$ cat src/sv/text_console_terminal_defines.svh
// Assertion macros for the text console terminal.
`ifndef TEXT_CONSOLE_TERMINAL_DEFINES_SVH
`define TEXT_CONSOLE_TERMINAL_DEFINES_SVH

`ifndef SYNTH
// Checked property, quiet while reset is high.
`define TCT_ASSERT(lbl, clk, rst, prop, msg) \
   lbl: assert property (@(posedge clk) disable iff (rst) (prop)) else $error(msg);
// Checked property, live during reset too.
`define TCT_ASSERT_ALWAYS(lbl, clk, prop, msg) \
   lbl: assert property (@(posedge clk) (prop)) else $error(msg);
`else
`define TCT_ASSERT(lbl, clk, rst, prop, msg)
`define TCT_ASSERT_ALWAYS(lbl, clk, prop, msg)
`endif

`endif

$ cat src/sv/tct_pkg.sv
// Shared types and constants of the text console terminal.
package tct_pkg;

   typedef enum logic [1:0] {
      OP_PUT   = 2'd0,
      OP_CLEAR = 2'd1,
      OP_READ  = 2'd2,
      OP_NONE  = 2'd3
   } op_type;

   typedef enum logic [3:0] {
      ST_INIT,
      ST_IDLE,
      ST_PUT,
      ST_SCROLL_RD,
      ST_SCROLL_WR,
      ST_BLANK,
      ST_CLEAR,
      ST_READ,
      ST_DONE
   } state_type;

   localparam logic [15:0] RESET_CELL   = 16'h0F20;
   localparam logic [7:0]  BLANK_CHAR   = 8'h20;
   localparam logic [7:0]  NEWLINE_CHAR = 8'h0A;

   localparam logic [1:0]  CSR_FOREGROUND = 2'd0;
   localparam logic [1:0]  CSR_BACKGROUND = 2'd1;

   // Controller to datapath.
   typedef struct packed {
      logic load;       // latch request, clear sweep pointer and scroll flag
      logic home;       // cursor to top left
      logic put;        // write character at cursor unless newline, advance cursor
      logic rd_src;     // read cell one row below sweep pointer
      logic wr_copy;    // write read data at sweep pointer, step pointer
      logic wr_fill;    // write fill cell at sweep pointer, step pointer
      logic init_fill;  // fill uses the power-on cell
      logic rd_cell;    // read the requested cell
      logic respond;    // result beat on the outputs
   } dp_cmd_type;

   // Datapath to controller.
   typedef struct packed {
      logic scroll_due; // current put leaves the last row
      logic copy_last;  // pointer on the last cell of the copy region
      logic fill_last;  // pointer on the last cell of the screen
   } dp_stat_type;

endpackage

$ cat src/sv/tct_controller.sv
// Sequencer for put, scroll, clear, read and the power-on fill.
module tct_controller (
   input  logic                 clock,
   input  logic                 reset,
   input  logic                 start,
   input  logic [1:0]           req_opcode,
   input  tct_pkg::dp_stat_type stat,
   output tct_pkg::dp_cmd_type  cmd,
   output logic                 busy,
   output logic                 rsp_strobe
);

   tct_pkg::state_type state_ff, state_in;
   tct_pkg::state_type dispatch;
   logic               accept;

   assign busy   = !(state_ff == tct_pkg::ST_IDLE || state_ff == tct_pkg::ST_DONE);
   assign accept = start && !busy;

   always_comb begin
      unique case (tct_pkg::op_type'(req_opcode))
         tct_pkg::OP_PUT:   dispatch = tct_pkg::ST_PUT;
         tct_pkg::OP_CLEAR: dispatch = tct_pkg::ST_CLEAR;
         tct_pkg::OP_READ:  dispatch = tct_pkg::ST_READ;
         default:           dispatch = tct_pkg::ST_DONE;
      endcase
   end

   always_ff @(posedge clock) begin
      if (reset) begin
         state_ff <= tct_pkg::ST_INIT;
      end else begin
         state_ff <= state_in;
      end
   end

   // Next state.
   always_comb begin
      state_in = state_ff;
      unique case (state_ff)
         tct_pkg::ST_INIT:      if (stat.fill_last) state_in = tct_pkg::ST_IDLE;
         tct_pkg::ST_IDLE:      if (accept) state_in = dispatch;
         tct_pkg::ST_PUT:       state_in = stat.scroll_due ? tct_pkg::ST_SCROLL_RD
                                                           : tct_pkg::ST_DONE;
         tct_pkg::ST_SCROLL_RD: state_in = tct_pkg::ST_SCROLL_WR;
         tct_pkg::ST_SCROLL_WR: state_in = stat.copy_last ? tct_pkg::ST_BLANK
                                                          : tct_pkg::ST_SCROLL_RD;
         tct_pkg::ST_BLANK:     if (stat.fill_last) state_in = tct_pkg::ST_DONE;
         tct_pkg::ST_CLEAR:     if (stat.fill_last) state_in = tct_pkg::ST_DONE;
         tct_pkg::ST_READ:      state_in = tct_pkg::ST_DONE;
         tct_pkg::ST_DONE:      state_in = accept ? dispatch : tct_pkg::ST_IDLE;
         default:               state_in = tct_pkg::ST_IDLE;
      endcase
   end

   // Outputs.
   always_comb begin
      cmd        = '0;
      rsp_strobe = 1'b0;
      cmd.load   = accept;
      cmd.home   = accept && (tct_pkg::op_type'(req_opcode) == tct_pkg::OP_CLEAR);
      unique case (state_ff)
         tct_pkg::ST_INIT: begin
            cmd.wr_fill   = 1'b1;
            cmd.init_fill = 1'b1;
         end
         tct_pkg::ST_PUT:       cmd.put     = 1'b1;
         tct_pkg::ST_SCROLL_RD: cmd.rd_src  = 1'b1;
         tct_pkg::ST_SCROLL_WR: cmd.wr_copy = 1'b1;
         tct_pkg::ST_BLANK:     cmd.wr_fill = 1'b1;
         tct_pkg::ST_CLEAR:     cmd.wr_fill = 1'b1;
         tct_pkg::ST_READ:      cmd.rd_cell = 1'b1;
         tct_pkg::ST_DONE: begin
            cmd.respond = 1'b1;
            rsp_strobe  = 1'b1;
         end
         default: ;
      endcase
   end

endmodule

$ cat config.mk
export PLATFORM = sky130hd
export DESIGN_NAME = tct_controller
export DESIGN_NICKNAME = d
export VERILOG_FILES = /design/src/sv/text_console_terminal_defines.svh /design/src/sv/tct_pkg.sv /design/src/sv/tct_controller.sv
export SDC_FILE = /design/constraint.sdc
export NUM_CORES = 1
export LEC_CHECK = 0
export ABC_AREA = 0
export BUFFER_PORTS_ARGS = -buffer_cell sky130_fd_sc_hd__buf_2
export CAP_MARGIN = 20
export CORE_AREA = 2 2 39 41
export CTS_CLUSTER_DIAMETER = 200
export DETAILED_ROUTE_END_ITERATION = 8
export DIE_AREA = 0 0 41 43
export GPL_TIMING_DRIVEN = 0
export PLACE_DENSITY = 0.75
export SYNTH_ARGS = -nofsm -noshare
export SYNTH_HDL_FRONTEND = slang
export SYNTH_SLANG_ARGS = --single-unit
$ cat constraint.sdc
create_clock -name clock -period 1.4 [get_ports clock]
set_input_delay 0.07 -clock clock [delete_from_list [all_inputs] [get_ports clock]]
set_output_delay 0.07 -clock clock [all_outputs]
set_load 0.05 [all_outputs]
==> Yosys cells after proc, flatten, opt, wreduce, memory -nomap -nowiden <==
Cells that the tools add are included.
{ "totals": {"register_bits": 4, "input_bits": 8, "output_inout_bits": 11, "word_cells": 38} }
{ "op_classes": {"n_eq_ne": 13, "muxes": 15, "n_reduce_logical": 9} }
{ "op_table": {"columns": ["op", "count"], "rows": [
  ["$pmux 4 s8", 1],
  ["$mux 4", 5],
  ["$eq 4x3->1 const B", 4],
  ["$pmux 4 s3", 1],
  ["$eq 4x2->1 const B", 2],
  ["$mux 1", 7],
  ["$eq 4x1->1 const B", 1],
  ["$eq 4x4->1 const B", 1],
  ["$logic_not 4->1", 1],
  ["$ne 2x2->1 const B", 2],
  ["$mux 3", 1],
  ["$reduce_and 3->1", 1],
  ["$reduce_or 3->1", 1],
  ["$eq 2x1->1 const B", 1],
  ["$eq 2x2->1 const B", 1],
  ["$logic_and 1x1->1", 2],
  ["$logic_not 2->1", 1],
  ["$ne 2x1->1 const B", 1],
  ["$reduce_or 2->1", 1],
  ["$logic_not 1->1", 1],
  ["$logic_or 1x1->1", 1]
]} }

==> Depth between registers and ports, before layout <==
{ "logic_depth": {"depth_word": 5, "depth_mapped": 6, "ltp_nobuf": 6} }

==> Worst setup path after synthesis <==
OpenSTA, ideal clock, no wires.
{ "synth_path": {"path_kind": "reg-to-output", "start": "register state_ff[0]", "end": "output port cmd[2] in the netlist's numbering", "arrival_time_ns": 2.057, "required_ns": 1.330, "path_slack_ns": -0.727, "path_stages_with_launch": 4, "n_path_buf": 2, "cell_sequence": "dfxtp_1 -> buf_6 -> clkbuf_1 -> nor4_1"} }
{ "synth_rtl": {"columns": ["item", "line_no", "rtl"], "rows": [
  ["from (decl)", "tct_controller.sv:13", "tct_pkg::state_type state_ff, state_in;"],
  ["from (signal assigned)", "tct_controller.sv:31", "state_ff <= tct_pkg::ST_INIT;"],
  ["from (signal assigned)", "tct_controller.sv:33", "state_ff <= state_in;"],
  ["to (decl)", "tct_controller.sv:8", "output tct_pkg::dp_cmd_type cmd,"]
]} }

==> qor_table.md <==
| Quantity | Value | Unit |
| --- | --- | --- |
| Outcome | finished with violations | - |
| Failing checks | setup timing | - |
| Fin. Hold Viols | 0 | - |
| Max Fclk | 689.3 | MHz |
| Post-DRT Antenna Nets | 0 | - |
| FF+latch area | 92.59 | um2 |
| Post-route non-filler standard cell count | 125 | - |
| Via count of the first global-routing pass | 608 | - |
| Period minus WS final | 1.451 | ns |
| Layout overhead on the synthesized area | 74.77 | % |
| Critical Path Fanout Max | 8 | - |
| Power per cell area | 614.8 | mW/mm2 |
| Overflow left after global routing | 0 | - |
| Layout cell share with drive strength beyond 1 | 56.88 | % |
| Largest cells by area after synthesis | sky130_fd_sc_hd__dfxtp_1, sky130_fd_sc_hd__ha_1, sky130_fd_sc_hd__nor2_1, sky130_fd_sc_hd__nor2b_1, sky130_fd_sc_hd__nand3b_1 | - |
| DRC violations left | 0 | - |
| Die area | 0.001763 | mm2 |
| Worst vdd ir | 0.0004334 | V |
| Violation count after the first detailed-routing iteration | 8 | - |
| Primary FF master, synth | sky130_fd_sc_hd__dfxtp_1 | - |
| Routed wire length | 1.884 | mm |
| # H-tree levels | 1 | - |
| Setup crit end kind | output port | - |
| Multi-input gate area in the final layout | 471.7 | um2 |
| Cell count after placement | 109 | - |
| Top register by number of flip-flops | state_ff | - |
| Num Clock Sinks | 4 | - |
| Root buffer cell | sky130_fd_sc_hd__clkbuf_4 | - |
| Cell Area, Synth | 540.5 | um2 |
| Inserted Clock Buffers | 3 | - |
| Number of iterations in the first detailed-routing pass | 4 | - |
| Worst setup path class | reg -> out | - |
| Minimum setup slack among reg-to-reg paths | -0.01 | ns |
| Total track usage | 20.90 | % |
| Antenna violations before repair | 0 | - |
| Number of filler cells placed in the layout | 106 | - |
| Number of violations of the max-capacitance limit | 0 | - |
| Cts-stage hold buffer count | 0 | - |
| Final routed wire length divided by cell count | 15.07 | um |
| Biggest regs | state_ff: 4 flops | - |
| Path class of the lowest-slack min-delay path | in -> reg | - |
| Width of the die | 41 | um |
| Final setup violating endpoints | 5 | - |
| RSZ-0062 raised after global routing | yes | - |
| Net count after synthesis | 86 | - |
| Worst path arrival time | 1.38 | ns |
| Post-synth EDFFs | 0 | - |
| Core Rows | 14 | - |
| Clock insertion delay at the later pin of the skew report | 0.25 | ns |
| Number of primary I/O pins | 19 | - |
| Slew at the pin closest to its max-slew limit | 0.2565 | ns |
| Fin Clk Skew | 0.01084 | ns |
| Count of different cell masters after synthesis | 34 | - |
| Count of synthesis-stage warnings from yosys | 0 | - |
| First-pass GRT wire length | 2.546 | mm |
| Final Core Density | 68.26 | % |
| IO buf count | 18 | - |
| Detailed placer's ending HPWL | 1.062 | mm |
| Max reg flops | 4 | - |
| Share of the clock period used by the worst path | 103.6 | % |
| RePlAce Congestion | 0.8049 | - |
| Fin worst setup slack | -0.05071 | ns |
| Post-layout nets | 122 | - |
| Antenna Cells | 0 | - |
| Cell type with the highest aggregate area in the netlist | sky130_fd_sc_hd__dfxtp_1 | - |
| Synth top area share | 14.81 | % |
| Max clock buf depth | 2 | - |
| Element type at the critical path start | flop | - |
| Max-slew violation total from the final report | 0 | - |
| Seq/Total Area, Yosys | 14.81 | % |
| Required time at the worst-slack endpoint | 1.33 | ns |
| CTS tree | built | - |
| Overall power consumption | 0.5808 | mW |
| Leakage power | 0.4607 | nW |
| Cells after synthesis | 75 | - |
| Initial cell density of the core | 39.06 | % |
| Vias per inst | 5.744 | - |
| Total vias in the final route | 718 | - |
| Final hold slack | 0.03011 | ns |
| Share of synthesized registers carrying an async set or reset | 0 | % |
| Floorplan core area | 0.001384 | mm2 |
| Clock transition at the registers of the reported paths | 0.04 | ns |
| Largest net degree at the start of global routing | 11 | - |
| Max-slew headroom at the worst pin | 82.68 | % |
| Die height | 43 | um |
| Post-synthesis area per instance | 7.207 | um2 |
| Synth Register Bits | 4 | - |
==> layout make-up <==
type	count	area share, %
inverters	5	2.384
clock buffers	3	2.384
plain buffers	4	4.768
repair buffers	34	28.61
well taps	16	2.119
multi-input cells	59	49.93
flip-flops and latches	4	9.801
==> routing by layer <==
layer | GRT usage (%) | share of wire [%] | wire, um | vias up
met4 | 6.000 | 2.6 | 49 | 0
met1 | 25.48 | 38 | 709 | 353
met5 | 0 | 0 | 0 | -
li1 | - | - | - | 335
met2 | 35.63 | 55 | 1033 | 24
met3 | 3.141 | 4.8 | 91 | 6
==> cell families (layout without fill, tap and decap cells) <==
| family | after synthesis | after routing | share of synthesized area [%] |
|---|---|---|---|
| adders and majority gates | 3 | 3 | 6.945 |
| xor gates and xnor gates | 2 | 2 | 3.241 |
| AOI/OAI and AO/OA | 17 | 17 | 21.76 |
| buffers and inverters | 12 | 46 | 11.80 |
| and+or+nand+nor | 37 | 37 | 41.44 |
| DFF | 4 | 4 | 14.82 |
==> report_power, final <==
group	internal, mW	total (mW)	switching, mW	leakage, nW
Clock	0.0964	0.153	0.0564	0.0138
Combinational	0.129	0.298	0.169	0.412
Sequential	0.118	0.130	0.0117	0.0352
==> timing repair <==
action                     CTS  global route
pin swaps                    7             5
gates resized for setup     27            17
gates cloned                 0             0
setup endpoints to repair   12            15
buffers inserted            10             6
==> critical path: stages, from the launching register on <==
cell and delay, ns:
sky130_fd_sc_hd__dfxtp_4 0.36, sky130_fd_sc_hd__buf_8 0.14, sky130_fd_sc_hd__xor2_2 0.16, sky130_fd_sc_hd__nor2_2 0.14
sky130_fd_sc_hd__a21oi_2 0.05, sky130_fd_sc_hd__nor2_2 0.12, sky130_fd_sc_hd__buf_6 0.16
==> final timing paths <==
kind / startpoint / endpoint / cells after the start
worst max-delay path: state_ff[1]$_SDFFE_PP0P_ / cmd[3] / 6
worst min-delay path: reset / state_ff[1]$_SDFFE_PP0P_ / 2
worst max register to register: state_ff[3]$_SDFFE_PP0P_ / state_ff[1]$_SDFFE_PP0P_ / 4
worst min register to register: state_ff[2]$_SDFFE_PP0P_ / state_ff[1]$_SDFFE_PP0P_ / 3
==> cells in the mapped netlist (2+ instances only) <==
library cell               number
sky130_fd_sc_hd__dfxtp_1        4
sky130_fd_sc_hd__a31oi_1        2
sky130_fd_sc_hd__a21oi_1        4
sky130_fd_sc_hd__a221oi_1       2
sky130_fd_sc_hd__nand2_1        4
sky130_fd_sc_hd__nor2b_1        4
sky130_fd_sc_hd__nor4_1         2
sky130_fd_sc_hd__nor2_1         8
sky130_fd_sc_hd__o21ai_0        3
sky130_fd_sc_hd__buf_4          2
sky130_fd_sc_hd__ha_1           3
sky130_fd_sc_hd__xor2_1         2
sky130_fd_sc_hd__buf_2          3
sky130_fd_sc_hd__and3_1         3
sky130_fd_sc_hd__nand3b_1       3
sky130_fd_sc_hd__nand2b_1       2
sky130_fd_sc_hd__inv_1          5
sky130_fd_sc_hd__nor3_1         2
sky130_fd_sc_hd__and3b_1        2
==> through the flow <==
stage / setup WS [ns] / setup TNS (ns) / area (um2)
4_1_cts: -0.03460 / -0.1103 / 860.8
3_3_place_gp: -0.07268 / -0.1509 / 699.4
3_5_place_dp: -0.08085 / -0.2047 / 699.4
5_1_grt: -0.1019 / -0.5085 / 944.7
6_report: -0.05071 / -0.1258 / 944.7
2_1_floorplan: -0.1537 / -0.1716 / 589.3
==> cell usage in the layout (no fill, tap or decap), types with 2 or more instances in the layout <==
master | synthesis | final
sky130_fd_sc_hd__a31oi_1 | 2 | 2
sky130_fd_sc_hd__nor2_1 | 8 | 4
sky130_fd_sc_hd__and3_4 | 0 | 2
sky130_fd_sc_hd__buf_6 | 1 | 2
sky130_fd_sc_hd__nor3_2 | 0 | 2
sky130_fd_sc_hd__nand2b_1 | 2 | 2
sky130_fd_sc_hd__buf_4 | 2 | 19
sky130_fd_sc_hd__a21oi_1 | 4 | 3
sky130_fd_sc_hd__dfxtp_4 | 0 | 3
sky130_fd_sc_hd__nand2_1 | 4 | 4
sky130_fd_sc_hd__and3b_1 | 2 | 2
sky130_fd_sc_hd__buf_2 | 3 | 8
sky130_fd_sc_hd__buf_8 | 0 | 6
sky130_fd_sc_hd__nor2b_1 | 4 | 4
sky130_fd_sc_hd__clkbuf_4 | 0 | 5
sky130_fd_sc_hd__ha_1 | 3 | 3
sky130_fd_sc_hd__nand3b_1 | 3 | 3
sky130_fd_sc_hd__inv_1 | 5 | 4
sky130_fd_sc_hd__o21ai_0 | 3 | 3
sky130_fd_sc_hd__nor2_2 | 0 | 3
No activity file was read; power rests on OpenSTA's default activity.
